**src/design/pbsp_pkg.sv**
```systemverilog
`timescale 1ns / 1ps
// ----------------------------------------------------------------------------
// pbsp_pkg
// Shared types, constants and character helpers for the pileup base parser.
// ----------------------------------------------------------------------------
package pbsp_pkg;

	localparam int InsSlots     = 5;
	localparam int KeepInsert   = 5;
	localparam int KeepLimit    = (KeepInsert < InsSlots) ? KeepInsert : InsSlots;
	localparam int MaxIndelLen  = 1023;
	localparam int RemW         = 10;
	localparam int TokW         = 17;
	localparam int LimW         = 16;
	localparam int CoverageRst  = 64;
	localparam int OutDepth     = 4;
	localparam int OutPtrW      = $clog2(OutDepth);

	localparam logic [7:0] ChCaret = 8'h5E;
	localparam logic [7:0] ChPlus  = 8'h2B;
	localparam logic [7:0] ChMinus = 8'h2D;
	localparam logic [7:0] ChDot   = 8'h2E;
	localparam logic [7:0] ChComma = 8'h2C;
	localparam logic [7:0] ChStar  = 8'h2A;
	localparam logic [7:0] ChZero  = 8'h30;
	localparam logic [7:0] ChNine  = 8'h39;
	localparam logic [7:0] ChUpN   = 8'h4E;
	localparam logic [7:0] ChLowN  = 8'h6E;
	localparam logic [7:0] ChDel   = 8'h44;
	localparam logic [7:0] ChLowA  = 8'h61;
	localparam logic [7:0] ChLowZ  = 8'h7A;

	typedef struct packed {
		logic [7:0]                 read_base;
		logic [2:0]                 insert_length;
		logic [InsSlots-1:0][7:0]   insert_bases;
		logic                       element_valid;
		logic                       parse_error;
		logic                       last_of_line;
	} result_t;

	typedef struct packed {
		logic [1:0] cnt;
		result_t    r0;
		result_t    r1;
	} step_out_t;

	function automatic logic is_base(input logic [7:0] c);
		return c inside {8'h41, 8'h43, 8'h47, 8'h54, 8'h4E,
		                 8'h61, 8'h63, 8'h67, 8'h74, 8'h6E};
	endfunction

	function automatic logic [7:0] to_upper(input logic [7:0] c);
		return (c >= ChLowA && c <= ChLowZ) ? c - 8'd32 : c;
	endfunction

	function automatic logic is_n(input logic [7:0] c);
		return (c == ChUpN) || (c == ChLowN);
	endfunction

endpackage

```
**src/design/pileup_base_string_parser.sv**
```systemverilog
`timescale 1ns / 1ps
// ----------------------------------------------------------------------------
// pileup_base_string_parser
// Parses the mpileup read-base column byte by byte into per-read elements.
// ----------------------------------------------------------------------------
//  channel | dir | tdata / data                          | tuser          | tlast
//  s_*     | in  | [7:0] text_byte, [15:8] reference_base | -              | line_end
//  m_*     | out | [7:0] read_base, [10:8] insert_length, | [0] element_valid | last_of_line
//          |     | [50:11] insert_base_0..4, rest zero    | [1] parse_error   |
//  cfg_*   | in  | [15:0] coverage_limit                  | -              | -
//
// One byte accepted per cycle while the result queue has room. A byte's results
// enter the result queue when the byte leaves the input register and are on m_*
// from then on; an element itself only leaves with the next element or the column end.
// A byte that gives two results (end of column behind a held element) needs two
// output slots; sustained rate is bounded by the one-result-per-cycle master port
// and the four-entry result queue, which accepts only with two free slots.
// Reset: all line state cleared, coverage_limit = 64; no clearing pass.
// Master-side stalls back up through the queue to s_tready.
// ----------------------------------------------------------------------------
module pileup_base_string_parser
	import pbsp_pkg::*;
(
	input  logic        clk,
	input  logic        arst_n,
	input  logic        s_tvalid,
	output logic        s_tready,
	input  logic [15:0] s_tdata,   // text_byte, reference_base
	input  logic        s_tlast,
	output logic        m_tvalid,
	input  logic        m_tready,
	output logic [55:0] m_tdata,   // read_base, insert_length, insert_base_0..4, pad
	output logic [1:0]  m_tuser,   // element_valid, parse_error
	output logic        m_tlast,
	input  logic        cfg_valid,
	output logic        cfg_ready,
	input  logic [15:0] cfg_data
);

	logic            valid_s1, line_end_s1, fire, room;
	logic [15:0]     data_s1;
	logic [LimW-1:0] limit_q;
	step_out_t       step_out;
	result_t         out_res;

	assign fire      = valid_s1 && room;
	assign s_tready  = !valid_s1 || fire;
	assign cfg_ready = 1'b1;

	always_ff @(posedge clk or negedge arst_n) begin
		if (!arst_n) begin
			valid_s1 <= 1'b0;
			limit_q  <= LimW'(CoverageRst);
		end else begin
			if (s_tready)
				valid_s1 <= s_tvalid;
			if (cfg_valid)
				limit_q <= cfg_data;
		end
	end

	always_ff @(posedge clk) begin
		if (s_tvalid && s_tready) begin
			data_s1     <= s_tdata;
			line_end_s1 <= s_tlast;
		end
	end

	pbsp_parse_core u_core (
		.clk            (clk),
		.arst_n         (arst_n),
		.fire           (fire),
		.text_byte      (data_s1[7:0]),
		.reference_base (data_s1[15:8]),
		.line_end       (line_end_s1),
		.coverage_limit (limit_q),
		.step_out       (step_out)
	);

	pbsp_out_fifo u_fifo (
		.clk       (clk),
		.arst_n    (arst_n),
		.push      (step_out),
		.push_en   (fire),
		.room      (room),
		.out_valid (m_tvalid),
		.out_ready (m_tready),
		.out_res   (out_res)
	);

	assign m_tdata = {5'd0, out_res.insert_bases, out_res.insert_length, out_res.read_base};
	assign m_tuser = {out_res.parse_error, out_res.element_valid};
	assign m_tlast = out_res.last_of_line;

	// a bare result carries no base or insertion
	a_bare_empty: assert property (@(posedge clk) disable iff (!arst_n)
		m_tvalid && !m_tuser[0] |-> m_tdata[50:0] == '0)
		else $error("bare result carries payload");

	// a stalled byte stays in the input register
	a_s1_hold: assert property (@(posedge clk) disable iff (!arst_n)
		valid_s1 && !fire |=> valid_s1 && $stable(data_s1) && $stable(line_end_s1))
		else $error("input register lost a byte");

	// end of column always produces a final result
	a_end_result: assert property (@(posedge clk) disable iff (!arst_n)
		fire && line_end_s1 |-> step_out.cnt != 2'd0 && step_out.r1.last_of_line)
		else $error("column end produced no result");

	// only a column end yields two results
	a_two_results: assert property (@(posedge clk) disable iff (!arst_n)
		fire && step_out.cnt == 2'd2 |-> line_end_s1 && !step_out.r0.last_of_line)
		else $error("unexpected second result");

endmodule

```
**src/design/pbsp_parse_core.sv**
```systemverilog
`timescale 1ns / 1ps
// ----------------------------------------------------------------------------
// pbsp_parse_core
// Column mode machine with the held element; one byte per fire, up to two
// results out.
// ----------------------------------------------------------------------------
module pbsp_parse_core
	import pbsp_pkg::*;
(
	input  logic             clk,
	input  logic             arst_n,
	input  logic             fire,
	input  logic [7:0]       text_byte,
	input  logic [7:0]       reference_base,
	input  logic             line_end,
	input  logic [LimW-1:0]  coverage_limit,
	output step_out_t        step_out
);

	localparam logic [2:0] ModeNormal = 3'd0;
	localparam logic [2:0] ModeCaret  = 3'd1;
	localparam logic [2:0] ModeSign   = 3'd2;
	localparam logic [2:0] ModeDigits = 3'd3;
	localparam logic [2:0] ModeRun    = 3'd4;
	localparam logic [2:0] ModeIgnore = 3'd5;

	logic [2:0]               mode_q, mode_v;
	logic                     is_ins_q, is_ins_v;
	logic [RemW-1:0]          rem_q, rem_v;
	logic [TokW-1:0]          tok_q, tok_v;
	logic                     pv_q, pv_v;
	logic [7:0]               pb_q, pb_v;
	logic [2:0]               plen_q, plen_v;
	logic [InsSlots-1:0][7:0] ins_q, ins_v;

	logic             digit, base_c, over_lim, err, do_norm, do_run, new_el, emit0;
	logic [7:0]       new_b, ins_code, digit_val;
	logic [13:0]      rem_x10;
	result_t          pend_res, end_res, bare_res;

	assign digit     = (text_byte >= ChZero) && (text_byte <= ChNine);
	assign base_c    = is_base(text_byte);
	assign digit_val = text_byte - ChZero;
	assign ins_code  = is_n(text_byte) ? 8'h00 : to_upper(text_byte);
	assign over_lim  = tok_q > {1'b0, coverage_limit};
	assign rem_x10   = {1'b0, rem_q, 3'b000} + {3'b000, rem_q, 1'b0} + {6'd0, digit_val};

	always_comb begin
		mode_v   = mode_q;
		is_ins_v = is_ins_q;
		rem_v    = rem_q;
		tok_v    = tok_q;
		pv_v     = pv_q;
		pb_v     = pb_q;
		plen_v   = plen_q;
		ins_v    = ins_q;
		err      = 1'b0;
		do_norm  = 1'b0;
		do_run   = 1'b0;
		new_el   = 1'b0;
		new_b    = 8'h00;
		emit0    = 1'b0;
		pend_res = '0;
		end_res  = '0;
		bare_res = '0;

		case (mode_q)
			ModeCaret: mode_v = ModeNormal;
			ModeSign: begin
				if (digit) begin
					rem_v  = RemW'(digit_val);
					mode_v = ModeDigits;
				end else begin
					mode_v  = ModeNormal;
					do_norm = 1'b1;
				end
			end
			ModeDigits: begin
				if (digit) begin
					rem_v = (rem_x10 > 14'(MaxIndelLen)) ? RemW'(MaxIndelLen) : rem_x10[RemW-1:0];
				end else if (base_c) begin
					if (over_lim) begin
						mode_v = ModeIgnore;
					end else begin
						tok_v  = tok_q + 1'b1;
						mode_v = ModeRun;
						if (is_ins_q) begin
							if (!pv_q) begin
								err = 1'b1;
							end else begin
								plen_v = '0;
								ins_v  = '0;
							end
						end
						do_run = 1'b1;
					end
				end else begin
					mode_v  = ModeNormal;
					do_norm = 1'b1;
				end
			end
			ModeRun: begin
				if (base_c) begin
					do_run = 1'b1;
				end else begin
					if (rem_q != '0) begin
						err = 1'b1;
						if (is_ins_q && pv_q) begin
							plen_v = '0;
							ins_v  = '0;
						end
					end
					rem_v   = '0;
					mode_v  = ModeNormal;
					do_norm = 1'b1;
				end
			end
			ModeNormal: do_norm = 1'b1;
			default: ;
		endcase

		if (do_run) begin
			if (rem_v != '0) begin
				rem_v = rem_v - 1'b1;
				if (is_ins_v && pv_v && plen_v < 3'(KeepLimit)) begin
					ins_v[plen_v] = ins_code;
					plen_v        = plen_v + 1'b1;
				end
			end else begin
				new_el = 1'b1;
				new_b  = is_n(text_byte) ? reference_base : to_upper(text_byte);
			end
		end

		if (do_norm) begin
			if (text_byte == ChCaret) begin
				mode_v = ModeCaret;
			end else if (text_byte == ChPlus || text_byte == ChMinus) begin
				is_ins_v = (text_byte == ChPlus);
				mode_v   = ModeSign;
			end else if (text_byte == ChDot || text_byte == ChComma || text_byte == ChStar
			             || base_c) begin
				if (over_lim) begin
					mode_v = ModeIgnore;
				end else begin
					tok_v  = tok_q + 1'b1;
					new_el = 1'b1;
					if (text_byte == ChStar)
						new_b = ChDel;
					else if (text_byte == ChDot || text_byte == ChComma || is_n(text_byte))
						new_b = reference_base;
					else
						new_b = to_upper(text_byte);
				end
			end
		end

		// a new element pushes out the held one
		if (new_el) begin
			if (pv_v) begin
				emit0                  = 1'b1;
				pend_res.read_base     = pb_v;
				pend_res.insert_length = plen_v;
				pend_res.insert_bases  = ins_v;
				pend_res.element_valid = 1'b1;
			end
			pv_v   = 1'b1;
			pb_v   = new_b;
			plen_v = '0;
			ins_v  = '0;
		end

		if (line_end) begin
			if (mode_v == ModeRun && rem_v != '0) begin
				err = 1'b1;
				if (is_ins_v && pv_v) begin
					plen_v = '0;
					ins_v  = '0;
				end
			end
			if (pv_v) begin
				end_res.read_base     = pb_v;
				end_res.insert_length = plen_v;
				end_res.insert_bases  = ins_v;
				end_res.element_valid = 1'b1;
			end
			end_res.last_of_line = 1'b1;
			mode_v   = ModeNormal;
			is_ins_v = 1'b0;
			rem_v    = '0;
			tok_v    = '0;
			pv_v     = 1'b0;
			pb_v     = '0;
			plen_v   = '0;
			ins_v    = '0;
		end

		bare_res.parse_error = 1'b1;

		step_out.cnt = {1'b0, emit0} + {1'b0, line_end};
		step_out.r1  = end_res;
		if (emit0)
			step_out.r0 = pend_res;
		else if (line_end)
			step_out.r0 = end_res;
		else
			step_out.r0 = bare_res;
		if (err) begin
			step_out.r0.parse_error = 1'b1;
			if (!emit0 && !line_end)
				step_out.cnt = 2'd1;
		end
	end

	always_ff @(posedge clk or negedge arst_n) begin
		if (!arst_n) begin
			mode_q   <= ModeNormal;
			is_ins_q <= 1'b0;
			rem_q    <= '0;
			tok_q    <= '0;
			pv_q     <= 1'b0;
			pb_q     <= '0;
			plen_q   <= '0;
			ins_q    <= '0;
		end else if (fire) begin
			mode_q   <= mode_v;
			is_ins_q <= is_ins_v;
			rem_q    <= rem_v;
			tok_q    <= tok_v;
			pv_q     <= pv_v;
			pb_q     <= pb_v;
			plen_q   <= plen_v;
			ins_q    <= ins_v;
		end
	end

endmodule

```
**src/design/pbsp_out_fifo.sv**
```systemverilog
`timescale 1ns / 1ps
// ----------------------------------------------------------------------------
// pbsp_out_fifo
// Result queue: takes up to two results per cycle, hands out one.
// ----------------------------------------------------------------------------
module pbsp_out_fifo
	import pbsp_pkg::*;
(
	input  logic      clk,
	input  logic      arst_n,
	input  step_out_t push,
	input  logic      push_en,
	output logic      room,
	output logic      out_valid,
	input  logic      out_ready,
	output result_t   out_res
);

	result_t                mem_q [OutDepth];
	logic [OutPtrW-1:0]     wr_ptr_q, rd_ptr_q, wr_ptr_nx;
	logic [OutPtrW:0]       cnt_q;
	logic [1:0]             n_push;
	logic                   pop;

	assign n_push    = push_en ? push.cnt : 2'd0;
	assign pop       = out_valid && out_ready;
	assign out_valid = (cnt_q != '0);
	assign out_res   = mem_q[rd_ptr_q];
	assign room      = cnt_q <= (OutPtrW+1)'(OutDepth - 2);
	assign wr_ptr_nx = wr_ptr_q + 1'b1;

	always_ff @(posedge clk) begin
		if (n_push != 2'd0)
			mem_q[wr_ptr_q] <= push.r0;
		if (n_push == 2'd2)
			mem_q[wr_ptr_nx] <= push.r1;
	end

	always_ff @(posedge clk or negedge arst_n) begin
		if (!arst_n) begin
			wr_ptr_q <= '0;
			rd_ptr_q <= '0;
			cnt_q    <= '0;
		end else begin
			wr_ptr_q <= wr_ptr_q + OutPtrW'(n_push);
			if (pop)
				rd_ptr_q <= rd_ptr_q + 1'b1;
			cnt_q <= cnt_q + (OutPtrW+1)'(n_push) - (OutPtrW+1)'(pop);
		end
	end

endmodule
```
**config.mk**
```make
export PLATFORM = sky130hd
export DESIGN_NAME = pileup_base_string_parser
export DESIGN_NICKNAME = d
export VERILOG_FILES = /design/src/design/pbsp_pkg.sv /design/src/design/pileup_base_string_parser.sv /design/src/design/pbsp_parse_core.sv /design/src/design/pbsp_out_fifo.sv
export SDC_FILE = /design/constraint.sdc
export NUM_CORES = 1
export LEC_CHECK = 0
export ABC_AREA = 1
export BUFFER_PORTS_ARGS = -buffer_cell sky130_fd_sc_hd__clkbuf_2
export CORE_ASPECT_RATIO = 1.75
export CORE_MARGIN = 3
export CORE_UTILIZATION = 45
export DETAILED_ROUTE_END_ITERATION = 10
export HOLD_SLACK_MARGIN = 0.06
export PLACE_DENSITY_LB_ADDON = 0.25
export SLEW_MARGIN = 15
export SYNTH_ARGS = -nofsm -noshare
export SYNTH_HDL_FRONTEND = slang
export SYNTH_SLANG_ARGS = --single-unit
export TNS_END_PERCENT = 50
```
**constraint.sdc**
```tcl
create_clock -name clk -period 8.4 [get_ports clk]
set_input_delay 0.42 -clock clk [delete_from_list [all_inputs] [get_ports clk]]
set_output_delay 0.42 -clock clk [all_outputs]
set_load 0.005 [all_outputs]
```
Word-level counts from Yosys, hierarchy flattened
Memory sizes are Yosys's and may differ from the RTL's.
Index checks and enable logic that the tools add are counted.
{"block": "word_totals", "mem_count": 1, "input_bits": 38, "reg_bits": 124, "mem_bits_rw": 216}
{"block": "op_classes", "n_eq_ne": 22, "addsub": 13, "magnitude_cmp": 10, "reduce_logical": 28, "mux": 128}
{"memory": "u_fifo.mem_q", "depth": 4, "word_bits": 54, "read_ports": 1, "rd_clocked_by_memory_dff": 0, "write_ports": 2, "line_no": "pbsp_out_fifo.sv:19", "source": "result_t mem_q [OutDepth];"}
{"cell": "$mux W40", "n": 15}
{"cell": "$mux W52", "n": 4}
{"cell": "$mux W17", "n": 10}
{"cell": "$mux W8", "n": 15}
{"cell": "$mux W54", "n": 2}
{"cell": "$eq A8 B7 Y1 const B", "n": 11}
{"cell": "$pmux W40 S2", "n": 1}
{"cell": "$mux W3", "n": 24}
{"cell": "$mux W10", "n": 7}
{"cell": "$bwmux W40", "n": 1}
{"cell": "$eq A8 B6 Y1 const B", "n": 5}
{"cell": "$reduce_bool A10 Y1", "n": 4}
{"cell": "$mux W1", "n": 38}
{"cell": "$pmux W10 S3", "n": 1}
{"cell": "$demux W8 S3", "n": 1}
{"cell": "$add A17 B1 Y17 const B", "n": 1}
{"cell": "$gt A17 B16 Y1", "n": 1}
{"cell": "$sub A8 B6 Y8 const B", "n": 2}
{"cell": "$add A13 B11 Y14", "n": 1}
{"cell": "$add A14 B8 Y14", "n": 1}
{"cell": "$gt A14 B10 Y1 const B", "n": 1}
{"cell": "$pmux W3 S4", "n": 1}
{"cell": "$logic_and A1 B1 Y1", "n": 11}
{"cell": "$sub A10 B1 Y10 const B", "n": 1}
{"cell": "other kinds (27)", "n": 42}

Longest topological paths before layout
{"block": "logic_depth", "word_depth": 23, "depth_mapped": 45, "ltp_nobuf": 43}

Modules after synthesis
Synthesis repeated with hierarchy kept, for this count alone.
{"block": "hier_totals", "cells_unflattened": 2926, "area_unflattened_um2": 22039.9}
{"module": "pbsp_out_fifo", "cells_per_inst": 1468, "instances": 1, "area_each_um2": 12007.8, "seq_area_each_um2": 6661.4}
{"module": "pbsp_parse_core", "cells_per_inst": 1358, "instances": 1, "area_each_um2": 8765.9, "seq_area_each_um2": 2077.0}
{"module": "pileup_base_string_parser", "cells_per_inst": 100, "instances": 1, "area_each_um2": 1266.2, "seq_area_each_um2": 937.1}

Worst setup path before layout
OpenSTA, ideal clock, no wires.
{"block": "synth_path", "kind": "register to register", "from": "register data_s1[6]", "to": "memory u_fifo.mem_q[0][0] (netlist name), enable pin", "setup_slack_ns": 1.570, "stages_incl_launch_ff": 43, "t_arrival_ns": 6.418, "cell_sequence": "edfxtp_1 -> inv_1 -> ha_1 -> nand2_1 -> a21oi_1 -> a21oi_1 -> fa_1 -> inv_1 -> ha_1 -> nand2_1 -> inv_1 -> nand2_1 -> nand2_1 -> nand2_1 -> nand3_1 -> nand2_1 -> nand3_1 -> nor2_4 -> [... 7 more ...] -> nand2_2 -> nor2_2 -> nand2_2 -> inv_4 -> nand2_4 -> nand2_4 -> inv_2 -> nor2_2 -> inv_2 -> clkbuf_1 -> ha_1 -> inv_1 -> nand3_2 -> nand3_4 -> nand3_2 -> buf_6 -> buf_6 -> nand2_1"}
{"item": "start, declared", "line_no": "pileup_base_string_parser.sv:41", "source": "logic [15:0] data_s1;"}
{"item": "start signal, assigned", "line_no": "pileup_base_string_parser.sv:64", "source": "data_s1 <= s_tdata;"}
{"item": "end, declared", "line_no": "pbsp_out_fifo.sv:19"}

==> impl_metrics.tcl <==
set metrics [dict create \
    path_clk_slew_ps 60 \
    cts_tree "yes" \
    hold_depth 1 \
    cpPeakStageDelay_ps 540 \
    yosysSeqAreaShare_pct 47.9 \
    yosys-mux-area-fraction_pct 0.106 \
    grt_overflow 0 \
    grt_use_total_pct 26.5 \
    rsz0062_at_grt "false" \
    maxCapViolCount 0 \
    drt_iter0_drc 1570 \
    synth_cell_types 64 \
    layout_commonest_cell "nand2_1" \
    synth_compound_area_share_pct 18.5 \
    ioPinCount 100 \
    die-height_um 286 \
    hold_buffers 15 \
    cts_sinks 340 \
    crit_arrival_ps 7670 \
    die-width_um 166 \
    initial_utilization_pct 46.0 \
    drive_gt1_share_pct 13.2 \
    clock_latency_ps 550 \
    nets 2518 \
    cts-resized-gates 0 \
    synth-xor-area-share_pct 0.740 \
    place_congestion 1.01 \
    leakage_nw 8.91 \
    crit_fanout 34 \
    ant_nets 0 \
    timing.setup.tns_ps 0 \
    endpoint_kind "flop" \
    final_hold_viol_count 0 \
    synthAdderAreaFrac_pct 3.62 \
    coreArea_um2 43700 \
    drt_wl_total_um 64600 \
    min_to "data_s1[5]" \
    synth-simple-area-share_pct 20.1 \
    die-area_um2 47400 \
    regArea_um2 9640 \
    reg2regPathDepth 41 \
    syn_area_um2 20100 \
    worstReg2RegStart "data_s1[6]" \
    status "complete, no violations" \
    cp-start-kind "flop" \
    period_share_pct 89.0 \
    synthFlopType "edfxtp_1" \
    setup_violations 0 \
    drv_slew 0 \
    fillCellCount 4168 \
    vias 17878 \
    grt_max_degree 101 \
    fmax_ghz 0.134 \
    rows 101 \
    synth_top_family_by_area "simple AND/OR/NAND/NOR gates" \
    relSlewSlack_pct 19.9 \
    antenna_found_initial 0 \
    h-tree-depth 2 \
    hold_path.class "input pin to flop" \
    cts_buffers 34 \
    pre_cts_slack_ps 920 \
    power-per-cell-area_nw_per_um2 264 \
    skew_ps 16.2 \
    regToRegSetupSlack_ps 930 \
    crit_type "flop to flop" \
    post-route-min-period_ps 7470 \
    fin_area_um2 22200 \
    vdd_ir_drop_max_v 0.000220 \
    antenna_cells 0 \
    synth_edf_count 229 \
    ctsLongestPathBuffers 3 \
    final_cell_mix "399 x nand2_1, 268 x nor2_1, 247 x inv_1" \
    r2r_end "u_fifo.mem_q[3][15]" \
    synth_warnings 0 \
    synth_seq_cells 340 \
    grt_pass1_vias 18006 \
    drc 0 \
    wl_per_cell_um 21.4 \
    grt_pass1_wl_um 100000 \
    cts-root-buf "clkbuf_16" \
    syn_to_final_growth_pct 10.3 \
    crit_top_cell "nand2_1" \
    place_area_um2 20900 \
    crit_slowest_cell "nand2_2" \
    dpl.hpwl_um 42500 \
    vias_per_cell 5.92 \
    min_from "s_tdata[5]" \
    synth_cells 2385 \
    fin_ws_ps 928 \
    dr.pass1.iters 8 \
    required_ps 8600 \
    worstMarginPinSlew_ps 1200 \
    syn_avg_cell_area_um2 8.43 \
    cp-startpoint "data_s1[6]" \
    async_flop_share_pct 31.5 \
    port_buffers 93 \
    multi_input_area_um2 8720 \
    cts_setup_buffers 0 \
]
[stage by stage]
stage / instances / hold WS [ps] / power [mW] / util [%]
after CTS: 3018 / 62.3 / 5.88 / 50.7
after floorplan: 2389 / 124 / 3.40 / -
after detailed placement: 2941 / 469 / 4.25 / 47.7
after global placement: 2941 / 463 / 4.23 / 47.7
final: 3018 / 81.0 / 5.85 / 50.7
after global routing: 3018 / 69.3 / 6.13 / 50.7
[sequential cells by signal, summed over array words and instances, names as in the netlist]
signal           cells
u_fifo.cnt_q         3
u_core.plen_q        3
u_core.tok_q        17
limit_q             16
u_core.ins_q        40
valid_s1             1
u_fifo.wr_ptr_q      2
u_core.is_ins_q      1
data_s1             16
line_end_s1          1
u_core.pb_q          8
u_fifo.mem_q       216
u_fifo.rd_ptr_q      2
u_core.pv_q          1
u_core.rem_q        10
u_core.mode_q        3
[Yosys cell counts, drive strengths merged (2+ instances only)]
| cell | n | area (um^2) |
|---|---|---|
| or2 | 20 | 128 |
| buf | 67 | 430 |
| inv | 293 | 1100 |
| a21boi | 3 | 22.5 |
| nor3 | 22 | 148 |
| o21bai | 2 | 26.3 |
| dfxtp | 4 | 80.1 |
| nand3 | 96 | 556 |
| a21oi | 81 | 424 |
| nand3b | 3 | 35.0 |
| nand2 | 444 | 1820 |
| o21ai | 249 | 1260 |
| o22ai | 255 | 1660 |
| nor4 | 6 | 37.5 |
| o31ai | 18 | 135 |
| xor2 | 11 | 96.3 |
| a211oi | 2 | 15.0 |
| o221ai | 8 | 70.1 |
| a31oi | 3 | 18.8 |
| o21a | 3 | 22.5 |
| edfxtp | 229 | 6880 |
| nor2 | 283 | 1110 |
| ha | 47 | 588 |
| clkinv | 3 | 11.3 |
| fa | 7 | 140 |
| xnor2 | 6 | 52.6 |
| nand4 | 33 | 206 |
| clkbuf | 67 | 253 |
| conb | 2 | 7.51 |
| dfrtp | 106 | 2650 |
| o41ai | 3 | 26.3 |
[per-layer routing]
layer  vias to the layer above  GRT usage [%]  routed length [um]
met5                         -              0                   0
met4                         0           15.9                4110
met3                       240           3.19                3610
met2                       760           49.3               33900
met1                      8554           28.6               23000
li1                       8324              -                   -
[critical path: cells and delay by family (launching register included)]
| kind | cells | cell delay, ps |
|---|---|---|
| buf+inv | 9 | 1310 |
| fa+ha+maj | 5 | 1430 |
| compound gates | 3 | 350 |
| simple gates | 24 | 3540 |
| flops | 1 | 470 |
[power by group]
part	switching (mW)	internal, mW
clock network	0.695	0.935
logic	1.48	0.576
registers	0.140	2.03
[worst max path at each step]
stage	end	slack [ps]	cells past startpoint
after floorplan	u_fifo.mem_q[0][0]	1570	42
after global placement	u_fifo.mem_q[3][17]	1090	41
after detailed placement	u_fifo.mem_q[3][17]	920	41
after CTS	u_fifo.mem_q[3][19]	910	41
after global routing	u_fifo.mem_q[3][15]	340	38
final	u_fifo.mem_q[3][15]	930	41
[area by class of cell]
class | instances | area share, %
Tap cell | 566 | 3.19
Timing Repair Buffer | 135 | 3.81
Clock inverter | 22 | 1.16
Clock buffer | 40 | 4.08
Inverter | 296 | 5.02
Sequential cell | 340 | 43.4
Multi-Input combinational cell | 1619 | 39.3
[cell families (layout without fill, tap and decap cells)]
group / count (synthesis) / after routing
and+or+nand+nor: 907 / 907
AOI/OAI and AO/OA: 633 / 633
buffers and inverters: 430 / 493
DFF: 340 / 340
adders and majority gates: 54 / 54
xor gates and xnor gates: 17 / 17
other: 2 / 6
muxes: 2 / 2
(Power assumes the default switching activity.)
